## src/design/rdr_pkg.sv

```systemverilog
// ----------------------------------------------------------------------------
// rdr_pkg
// Field widths, opcodes and radix codes of the radix digit re-encoder.
// ----------------------------------------------------------------------------
package rdr_pkg;

	// port field widths
	localparam int OPCODE_W = 3;
	localparam int VALUE_W  = 32;
	localparam int RESULT_W = 32;

	// operation codes
	localparam logic [OPCODE_W-1:0] OP_TO_BIN     = 3'd0;
	localparam logic [OPCODE_W-1:0] OP_BIN_TO_VAL = 3'd1;
	localparam logic [OPCODE_W-1:0] OP_TO_OCT     = 3'd2;
	localparam logic [OPCODE_W-1:0] OP_OCT_TO_VAL = 3'd3;
	localparam logic [OPCODE_W-1:0] OP_BIN_TO_OCT = 3'd4;
	localparam logic [OPCODE_W-1:0] OP_OCT_TO_BIN = 3'd5;

	// radix selector of one conversion pass
	typedef logic [1:0] rdx_t;
	localparam rdx_t RDX_2  = 2'd0;
	localparam rdx_t RDX_8  = 2'd1;
	localparam rdx_t RDX_10 = 2'd2;

endpackage

```

## src/design/radix_digit_reencoder.sv

```systemverilog
// ----------------------------------------------------------------------------
// radix_digit_reencoder
// Converts between plain values and numbers whose decimal digits spell
// binary or octal digits, with wrap and an overflow flag.
// ----------------------------------------------------------------------------
//  channel  | dir | tdata              | tuser
//  s_axis   | in  | [31:0] value       | [2:0] opcode
//  m_axis   | out | [31:0] result      | [0] overflow
//
//  One item at a time through a shared digit unit. A pass runs a load step,
//  double-dabble steps over the DATA_WIDTH bits when the input radix is ten,
//  a digit step per input digit plus an end-of-digits step, and a finish step;
//  composed opcodes run two passes, then an output step. An unused opcode goes
//  straight to the output step. s_axis_tready is high only while the sequencer
//  is idle; a finished result waits for a free output register. Reset clears
//  the sequencer and m_axis_tvalid.
// ----------------------------------------------------------------------------
module radix_digit_reencoder #(
	parameter int DATA_WIDTH = 32
) (
	input  logic                          clk,
	input  logic                          arst_n,
	input  logic                          s_axis_tvalid,
	output logic                          s_axis_tready,
	input  logic [rdr_pkg::VALUE_W-1:0]   s_axis_tdata,   // [31:0] value
	input  logic [rdr_pkg::OPCODE_W-1:0]  s_axis_tuser,   // [2:0] opcode
	output logic                          m_axis_tvalid,
	input  logic                          m_axis_tready,
	output logic [rdr_pkg::RESULT_W-1:0]  m_axis_tdata,   // [31:0] result
	output logic [0:0]                    m_axis_tuser    // [0] overflow
);
	import rdr_pkg::*;

	localparam int DW = DATA_WIDTH;
	localparam int EW = DW + 1;
	localparam int XW = DW + 5;
	localparam int ND = (DW * 30103) / 100000 + 1;
	localparam int BW = 4 * ND;
	localparam int CW = $clog2(DW);
	localparam int MW = (DW > VALUE_W) ? DW : VALUE_W;

	localparam logic [EW-1:0] HALF = EW'(1) << (DW - 1);
	localparam logic [EW-1:0] LIM  = HALF + EW'(1);

	localparam logic [2:0] ST_IDLE   = 3'd0;
	localparam logic [2:0] ST_LOAD   = 3'd1;
	localparam logic [2:0] ST_DABBLE = 3'd2;
	localparam logic [2:0] ST_DIGIT  = 3'd3;
	localparam logic [2:0] ST_FINISH = 3'd4;
	localparam logic [2:0] ST_OUT    = 3'd5;

	logic [2:0]    state_q;
	logic          pass2_q;
	logic          m_valid_q;
	rdx_t          in_rdx_q, out_rdx_q, in2_q, out2_q;
	logic [DW-1:0] word_q, mag_q, low_q, pw_q, res_q;
	logic [BW-1:0] bcd_q;
	logic [EW-1:0] exact_q, pwcap_q;
	logic [CW-1:0] cnt_q;
	logic          neg_q, ovf_q;
	logic [RESULT_W-1:0] m_data_q;
	logic          m_user_q;

	logic          s_fire, out_free, op_ok, src_zero, pass_ovf;
	logic [MW-1:0] val_ext, res_ext;
	rdx_t          p1_in, p1_out, p2_in, p2_out;
	logic          p1_only;
	logic [3:0]    dig, rad_val;
	logic [XW-1:0] prod_low, prod_ex, sum_ex, prod_cap;
	logic [EW-1:0] term_ex;
	logic [DW-1:0] pw_nxt, res_nxt;
	logic [BW-1:0] bcd_adj;

	assign s_axis_tready = (state_q == ST_IDLE);
	assign s_fire        = s_axis_tvalid && s_axis_tready;
	assign out_free      = !m_valid_q || m_axis_tready;
	assign m_axis_tvalid = m_valid_q;
	assign m_axis_tdata  = m_data_q;
	assign m_axis_tuser  = m_user_q;

	assign val_ext = MW'(s_axis_tdata);
	assign res_ext = MW'(res_q);
	assign op_ok   = s_axis_tuser inside {[OP_TO_BIN:OP_OCT_TO_BIN]};

	// map opcode to the radix pair of each pass
	always_comb begin
		p1_in   = RDX_10;
		p1_out  = RDX_2;
		p2_in   = RDX_8;
		p2_out  = RDX_10;
		p1_only = 1'b1;
		case (s_axis_tuser)
			OP_TO_BIN: begin
				p1_in  = RDX_2;
				p1_out = RDX_10;
			end
			OP_BIN_TO_VAL: begin
				p1_in  = RDX_10;
				p1_out = RDX_2;
			end
			OP_TO_OCT: begin
				p1_in  = RDX_8;
				p1_out = RDX_10;
			end
			OP_OCT_TO_VAL: begin
				p1_in  = RDX_10;
				p1_out = RDX_8;
			end
			OP_BIN_TO_OCT: begin
				p1_in   = RDX_10;
				p1_out  = RDX_2;
				p2_in   = RDX_8;
				p2_out  = RDX_10;
				p1_only = 1'b0;
			end
			OP_OCT_TO_BIN: begin
				p1_in   = RDX_10;
				p1_out  = RDX_8;
				p2_in   = RDX_2;
				p2_out  = RDX_10;
				p1_only = 1'b0;
			end
			default: begin
				p1_only = 1'b1;
			end
		endcase
	end

	// pick the next input digit and check for an exhausted source
	always_comb begin
		case (in_rdx_q)
			RDX_2: begin
				dig      = {3'b000, mag_q[0]};
				src_zero = (mag_q == '0);
			end
			RDX_8: begin
				dig      = {1'b0, mag_q[2:0]};
				src_zero = (mag_q == '0);
			end
			default: begin
				dig      = bcd_q[3:0];
				src_zero = (bcd_q == '0);
			end
		endcase
	end

	// advance the wrapped output power and pick the radix for the saturated power
	always_comb begin
		case (out_rdx_q)
			RDX_2: begin
				rad_val = 4'd2;
				pw_nxt  = pw_q << 1;
			end
			RDX_8: begin
				rad_val = 4'd8;
				pw_nxt  = pw_q << 3;
			end
			default: begin
				rad_val = 4'd10;
				pw_nxt  = (pw_q << 3) + (pw_q << 1);
			end
		endcase
	end

	// shared digit unit: low word, saturated exact sum, saturated power
	always_comb begin
		prod_low = XW'(dig) * XW'(pw_q);
		prod_ex  = XW'(dig) * XW'(pwcap_q);
		term_ex  = (prod_ex > XW'(LIM)) ? LIM : prod_ex[EW-1:0];
		sum_ex   = XW'(exact_q) + XW'(term_ex);
		prod_cap = XW'(rad_val) * XW'(pwcap_q);
	end

	// add three to every BCD digit of five or more before the shift
	always_comb begin
		for (int i = 0; i < ND; i++) begin
			bcd_adj[4*i +: 4] = (bcd_q[4*i +: 4] >= 4'd5) ?
				bcd_q[4*i +: 4] + 4'd3 : bcd_q[4*i +: 4];
		end
	end

	// finish a pass: overflow test and sign restore
	assign pass_ovf = neg_q ? (exact_q > HALF) : (exact_q >= HALF);
	assign res_nxt  = neg_q ? (DW'(0) - low_q) : low_q;

	// sequencer and output register
	always_ff @(posedge clk or negedge arst_n) begin
		if (!arst_n) begin
			state_q   <= ST_IDLE;
			pass2_q   <= 1'b0;
			m_valid_q <= 1'b0;
		end else begin
			// raise valid as a result moves out, drop it once the beat is taken
			if (state_q == ST_OUT && out_free) begin
				m_valid_q <= 1'b1;
			end else if (m_valid_q && m_axis_tready) begin
				m_valid_q <= 1'b0;
			end
			case (state_q)
				ST_IDLE: begin
					if (s_fire) begin
						pass2_q <= op_ok && !p1_only;
						state_q <= op_ok ? ST_LOAD : ST_OUT;
					end
				end
				ST_LOAD: begin
					state_q <= (in_rdx_q == RDX_10) ? ST_DABBLE : ST_DIGIT;
				end
				ST_DABBLE: begin
					if (cnt_q == CW'(DW - 1)) begin
						state_q <= ST_DIGIT;
					end
				end
				ST_DIGIT: begin
					if (src_zero) begin
						state_q <= ST_FINISH;
					end
				end
				ST_FINISH: begin
					pass2_q <= 1'b0;
					state_q <= pass2_q ? ST_LOAD : ST_OUT;
				end
				ST_OUT: begin
					if (out_free) begin
						state_q <= ST_IDLE;
					end
				end
				default: begin
					state_q <= ST_IDLE;
				end
			endcase
		end
	end

	// datapath registers
	always_ff @(posedge clk) begin
		case (state_q)
			ST_IDLE: begin
				if (s_fire) begin
					word_q    <= val_ext[DW-1:0];
					in_rdx_q  <= p1_in;
					out_rdx_q <= p1_out;
					in2_q     <= p2_in;
					out2_q    <= p2_out;
					ovf_q     <= 1'b0;
					res_q     <= '0;
				end
			end
			ST_LOAD: begin
				neg_q   <= word_q[DW-1];
				mag_q   <= word_q[DW-1] ? (DW'(0) - word_q) : word_q;
				low_q   <= '0;
				pw_q    <= DW'(1);
				exact_q <= '0;
				pwcap_q <= EW'(1);
				bcd_q   <= '0;
				cnt_q   <= '0;
			end
			ST_DABBLE: begin
				bcd_q <= {bcd_adj[BW-2:0], mag_q[DW-1]};
				mag_q <= mag_q << 1;
				cnt_q <= cnt_q + CW'(1);
			end
			ST_DIGIT: begin
				if (!src_zero) begin
					low_q   <= low_q + prod_low[DW-1:0];
					exact_q <= (sum_ex > XW'(LIM)) ? LIM : sum_ex[EW-1:0];
					pw_q    <= pw_nxt;
					pwcap_q <= (prod_cap > XW'(LIM)) ? LIM : prod_cap[EW-1:0];
					case (in_rdx_q)
						RDX_2:   mag_q <= mag_q >> 1;
						RDX_8:   mag_q <= mag_q >> 3;
						default: bcd_q <= bcd_q >> 4;
					endcase
				end
			end
			ST_FINISH: begin
				ovf_q  <= ovf_q | pass_ovf;
				res_q  <= res_nxt;
				word_q <= res_nxt;
				if (pass2_q) begin
					in_rdx_q  <= in2_q;
					out_rdx_q <= out2_q;
				end
			end
			ST_OUT: begin
				if (out_free) begin
					m_data_q <= res_ext[RESULT_W-1:0];
					m_user_q <= ovf_q;
				end
			end
			default: begin
				cnt_q <= '0;
			end
		endcase
	end

endmodule

```

## config.mk

```make
export PLATFORM = sky130hd
export DESIGN_NAME = radix_digit_reencoder
export DESIGN_NICKNAME = d
export VERILOG_FILES = /design/src/design/rdr_pkg.sv /design/src/design/radix_digit_reencoder.sv
export SDC_FILE = /design/constraint.sdc
export NUM_CORES = 1
export LEC_CHECK = 0
export ABC_AREA = 1
export BUFFER_PORTS_ARGS = -buffer_cell sky130_fd_sc_hd__buf_2
export CAP_MARGIN = 15
export CORE_MARGIN = 4
export CORE_UTILIZATION = 30
export CTS_BUF_LIST = sky130_fd_sc_hd__clkbuf_4 sky130_fd_sc_hd__clkbuf_8
export CTS_CLUSTER_DIAMETER = 100
export DETAILED_ROUTE_END_ITERATION = 6
export PLACE_DENSITY = 0.53
export SYNTH_ARGS = -nofsm -noshare
export SYNTH_HDL_FRONTEND = slang
export SYNTH_SLANG_ARGS = --single-unit
```

## constraint.sdc

```tcl
create_clock -name clk -period 31.9 [get_ports clk]
set_clock_uncertainty 0.1 [all_clocks]
set_input_delay 6.38 -clock clk [delete_from_list [all_inputs] [get_ports clk]]
set_output_delay 6.38 -clock clk [all_outputs]
set_load 0.05 [all_outputs]
```

; ---- Word-level counts from Yosys, hierarchy flattened
; Index checks and enable logic that the tools add are counted.
[totals]
register_bits = 317
[op_classes]
addsub = 16
n_mul = 3
n_lt_le_gt_ge = 17
n_eq_ne = 21
muxes = 62
bitwise = 1
reduce_logical = 30
[op_table]
columns = cell, n
row1 = case mux 32 bit (2 select lines), 6
row2 = 2-to-1 mux 32 bit, 7
row3 = 2-to-1 mux 33 bit, 5
row4 = case mux 33 bit (2 select lines), 2
row5 = case mux 40 bit (3 select lines), 1
row6 = case mux 32 bit (3 select lines), 1
row7 = 2-to-1 mux 40 bit, 2
row8 = greater-than comparator 37 x 32 -> 1 bit (second input constant), 2
row9 = multiplier 4 x 33 -> 37 bit, 2
row10 = adder 32 bit, 2
row11 = subtractor 1 x 32 -> 32 bit (first input constant), 2
row12 = greater-or-equal comparator 4 x 3 -> 1 bit (second input constant), 10
row13 = zero test 40 bit, 1
row14 = adder 4 x 2 -> 4 bit (second input constant), 9
row15 = 2-to-1 mux 4 bit, 9
row16 = adder 33 x 33 -> 34 bit, 1
row17 = greater-than comparator 34 x 32 -> 1 bit (second input constant), 1
row18 = greater-or-equal comparator 33 x 32 -> 1 bit (second input constant), 1
row19 = greater-than comparator 33 x 32 -> 1 bit (second input constant), 1
row20 = zero test 32 bit, 1
row21 = multiplier 4 x 32 -> 32 bit, 1
row22 = 2-to-1 mux 3 bit, 7
row23 = case mux 3 bit (6 select lines), 1
row24 = case mux 2 bit (2 select lines), 4
row25 = other kinds (31), 71

; ---- Longest topological paths before layout
[logic_depth]
word_depth = 10
ltp_mapped = 53
depth_no_buf = 50

; ---- Worst setup path before layout
; Ideal clock, no wire load.
[synth_path]
kind = register to register
from = reg state_q[1]
to = reg exact_q[0] (enable)
setup_time_ps = 799
arrival_ps = 9601
slack_ps = 21401
stages_incl_launch_ff = 4
path_buffers = 0
cell_sequence = dfrtp_1 -> inv_1 -> nand2_1 -> o21ai_0
[synth_via]
elab_chain_len = 3
[synth_lines]
columns = element, line_no
row1 = start: declaration, radix_digit_reencoder.sv:52  ; logic [2:0] state_q;
row2 = start signal: assignment, radix_digit_reencoder.sv:203  ; state_q <= op_ok ? ST_LOAD : ST_OUT;
row3 = start signal: assignment, radix_digit_reencoder.sv:207  ; state_q <= (in_rdx_q == RDX_10) ? ST_DABBLE : ST_DIGIT;
row4 = start signal: assignment, radix_digit_reencoder.sv:221  ; state_q <= pass2_q ? ST_LOAD : ST_OUT;
row5 = == test 3 x 2 -> 1 bit or == test 3 x 1 -> 1 bit (tied branches), radix_digit_reencoder.sv:237  ; case (state_q)
row6 = != test 2 bit (no source line) or nonzero test 2 bit (tied branches), n/a
row7 = AND reduction 2 bit (no source line) *, n/a
row8 = end signal: assignment, radix_digit_reencoder.sv:267  ; exact_q <= (sum_ex > XW'(LIM)) ? LIM : sum_ex[EW-1:0];
row9 = end: declaration, radix_digit_reencoder.sv:58  ; logic [EW-1:0] exact_q, pwcap_q;
; Mark *: on every way between the ends. The rest lies on a longest branch, timed or not.
; A chain may end at the register's enable or synchronous reset.

; ---- Final worst setup path
[layout_path]
from = reg in_rdx_q[1]
to = reg exact_q[23], data pin
[layout_via]
elab_chain_len = 10
[layout_lines]
columns = element, line_no
row1 = start: declaration, radix_digit_reencoder.sv:55  ; rdx_t in_rdx_q, out_rdx_q, in2_q, out2_q;
row2 = start signal: assignment, radix_digit_reencoder.sv:241  ; in_rdx_q <= p1_in;
row3 = start signal: assignment, radix_digit_reencoder.sv:282  ; in_rdx_q <= in2_q;
row4 = == test 2 x 1 -> 1 bit or zero test 2 bit (tied branches), radix_digit_reencoder.sv:131  ; case (in_rdx_q)
row5 = case mux 4 bit (2 select lines) *, radix_digit_reencoder.sv:131
row6 = multiplier 4 x 33 -> 37 bit *, radix_digit_reencoder.sv:168  ; prod_ex = XW'(dig) * XW'(pwcap_q);
row7 = greater-than comparator 37 x 32 -> 1 bit, radix_digit_reencoder.sv:169  ; term_ex = (prod_ex > XW'(LIM)) ? LIM : prod_ex[EW-1:0];
row8 = 2-to-1 mux 33 bit *, radix_digit_reencoder.sv:169
row9 = adder 33 x 33 -> 34 bit *, radix_digit_reencoder.sv:170  ; sum_ex = XW'(exact_q) + XW'(term_ex);
row10 = greater-than comparator 34 x 32 -> 1 bit, radix_digit_reencoder.sv:267
row11 = 2-to-1 mux 33 bit *, radix_digit_reencoder.sv:267
row12 = 2-to-1 mux 33 bit *, radix_digit_reencoder.sv:265  ; if (!src_zero) begin
row13 = case mux 33 bit (2 select lines) *, radix_digit_reencoder.sv:237
; Mark *: on every way between the ends. The rest lies on a longest branch, timed or not. The select of a mux whose other input is x is not followed.

==> out/results.ini <==
[floorplan]
start_util_pct=30.3
chipHeight_microns=334
fp-row-count=119
die_width_microns=334
die-area_sq_um=112000
ioPinCount=74
core_sq_um=105000

[critical_path]
startpoint_type=flop
slowest_stage=nor2_4
arrival_ps=10260
cp_common_cell=nand2_1
worst-path-max-fanout=49
crit_path_end_kind=flop
crit_type=flop to flop
slowest_delay_ps=850
crit_required_ps=32280

[synth]
synth_cell_types=60
synth-seq-area-share_pct=29.6
synth_fa_ha_area_share_pct=19.8
synthSimpleGateAreaFrac_pct=26.4
synth_mux_area_share_pct=0.0314
ys_ff_latch=316
ys_warn_count=0
synth-compound-area-share_pct=12.3
synthCells=4352
avgSynthCellArea_sq_um=7.34
synth_top_family_by_area=simple AND/OR/NAND/NOR gates
async_flop_share_pct=1.58
synth_ff_type=edfxtp_1
synth-edff-count=311
synthXorXnorAreaFrac_pct=1.56
synth.cell_area_sq_um=31900

[cts]
cts.sinks=316
insertion_delay_ps=680
cts_tree=done
cts_resized=0
htree_levels=2
ctsHoldBuffers=0
max-clock-path-buffers=3
cts_setup_buffers=0
cts_made_buffers=58
cts_root_buf=clkbuf_8
clk_pin_slew_ps=60

[cells_and_area]
nets=4873
n_fill_cell=11400
final_area_sq_um=35100
drive_gt1_share_pct=6.83
syn2layout_area_growth_pct=9.97
layout_common_cells=nand2_1, inv_1, nor2_1, edfxtp_1, ha_1
final_common_cell=nand2_1

[timing]
timing.fmax_mhz=101
finalSetupTns_ps=0
slew_violations=0
slew_headroom_pct=26.1
min_period_over_period_pct=31.0
rsz0062_at_grt=no
finalCriticalPeriod_ps=9880
hold_viol=0
setup_viol=0
whs_ps=318
tightest_slew_ps=1110

[job]
drv_cap=0

[grt]
grt_max_degree=72
grt_overflow=0
grt_pass1_wl_microns=148000
grt_antenna_before_repair=2
grtUsageTotal_pct=16.3
grt_pass1_vias=27400

[placed_design]
dp_hpwl_microns=73800
portBuffers=73
placed_area_sq_um=33900
place_congestion=0.892

[route]
detail_route.wl_per_cell_microns=15.9
drt_iter0_drc=2178
postRouteWirelength_microns=93200
drc=0
final_antenna_net_count=0
detail_route.vias_per_cell=4.85
vias=28400
drt_first_pass_iters=5

[run_status]
outcome=completed

[worst_hold_path]
hold_class=flop to flop

-- state kept, by name, summed over array words and instances (netlist names) --
name,cells
cnt_q,5
m_axis_tdata,32
m_axis_tvalid,1
bcd_q,40
in_rdx_q,2
exact_q,33
mag_q,32
neg_q,1
pwcap_q,33
ovf_q,1
res_ext,32
state_q,3
low_q,32
word_q,32
in2_q,1
m_axis_tuser,1
out_rdx_q,2
pass2_q,1
pw_q,32
-- cells in the mapped netlist, types with 4 or more instances --
library cell / instances / area [sq um]
o32ai_1: 12 / 105
nor3_1: 56 / 280
inv_1: 755 / 2830
and2_1: 4 / 25.0
o21ai_1: 7 / 35.0
o21bai_1: 8 / 60.1
xor2_1: 41 / 359
a31oi_1: 37 / 231
buf_1: 13 / 48.8
clkinv_1: 7 / 26.3
ha_1: 264 / 3300
a21o_1: 16 / 120
nor4_1: 21 / 131
nand3b_1: 19 / 143
nor2_2: 37 / 231
o211ai_1: 26 / 195
a21oi_1: 260 / 1300
or2_2: 18 / 113
nand3_2: 7 / 70.1
nand2_1: 1000 / 3750
a21boi_0: 5 / 37.5
nand4_1: 53 / 332
o21ai_0: 209 / 1050
clkbuf_1: 71 / 267
o31ai_1: 4 / 30.0
o21a_1: 18 / 135
o221ai_1: 23 / 201
a211oi_1: 4 / 30.0
nand3_1: 168 / 841
fa_1: 151 / 3020
nor2_1: 609 / 2290
o22ai_1: 28 / 175
edfxtp_1: 311 / 9340
inv_2: 4 / 15.0
a32o_1: 4 / 40.0
nand2_2: 20 / 125
xnor2_1: 16 / 140
buf_6: 6 / 67.6
dfrtp_1: 5 / 125
-- critical path, delay by kind of cell (launching register included) --
kind / cells / cell delay, ps
XOR/XNOR: 1 / 370
adder cells (fa/ha/maj): 4 / 1620
buffers and inverters: 4 / 980
AND/OR/NAND/NOR: 29 / 5670
flip-flops: 1 / 570
AO/OA/AOI/OAI: 2 / 350
-- routing by layer --
| layer | global-route usage [%] | wire length [microns] | up-vias |
|---|---|---|---|
| met5 | 0 | 0 | - |
| met4 | 5.16 | 2960 | 0 |
| met3 | 1.96 | 4490 | 150 |
| met2 | 25.7 | 40800 | 656 |
| met1 | 23.3 | 44900 | 13300 |
| li1 | - | - | 14300 |
-- logic make-up after synthesis --
| family | count (synthesis) |
|---|---|
| flops | 316 |
| compound gates | 682 |
| other cells | 1 |
| simple gates | 2021 |
| fa+ha+maj | 415 |
| mux | 1 |
| buf+inv | 859 |
| xor+xnor | 57 |
-- worst paths after layout --
kind	start	slack [ps]	cells past startpoint	endpoint
setup / recovery	in_rdx_q[1]$_SDFFCE_PP0P_	22020	40	exact_q[23]$_SDFFCE_PN0P_
setup reg to reg	in_rdx_q[1]$_SDFFCE_PP0P_	22020	40	exact_q[23]$_SDFFCE_PN0P_
min in group asynchronous	arst_n	5430	1	state_q[2]$_DFFE_PN0P_
hold / removal	res_ext[29]$_SDFFCE_PN0P_	320	0	m_axis_tdata[29]$_DFFE_PP_
hold reg to reg	res_ext[29]$_SDFFCE_PN0P_	320	0	m_axis_tdata[29]$_DFFE_PP_
max in group asynchronous	arst_n	26120	1	m_axis_tvalid$_DFFE_PN0P_
-- area by class of cell --
class	instances	area (sq um)	area share, %
clock inverter	32	277	0.788
inverter	766	2880	8.19
clock buffer	75	926	2.64
tap	1391	1740	4.96
timing repair buffer	98	551	1.57
multi-input combinational	3179	19300	54.9
antenna	1	2.50	0.00713
sequential	316	9460	27.0
-- stage by stage --
stage               util [%]  setup WS, ps  instances
global placement        32.2         22240       5749
finish                  33.3         22020       5858
detailed placement      32.2         22000       5749
global route            33.3         21190       5858
floorplan                  -         21400       4354
CTS                     33.3         21980       5856
Power is left out: the tool's default activity adds up to more than one toggle a clock period on the data nets, which glitch-free logic cannot reach.
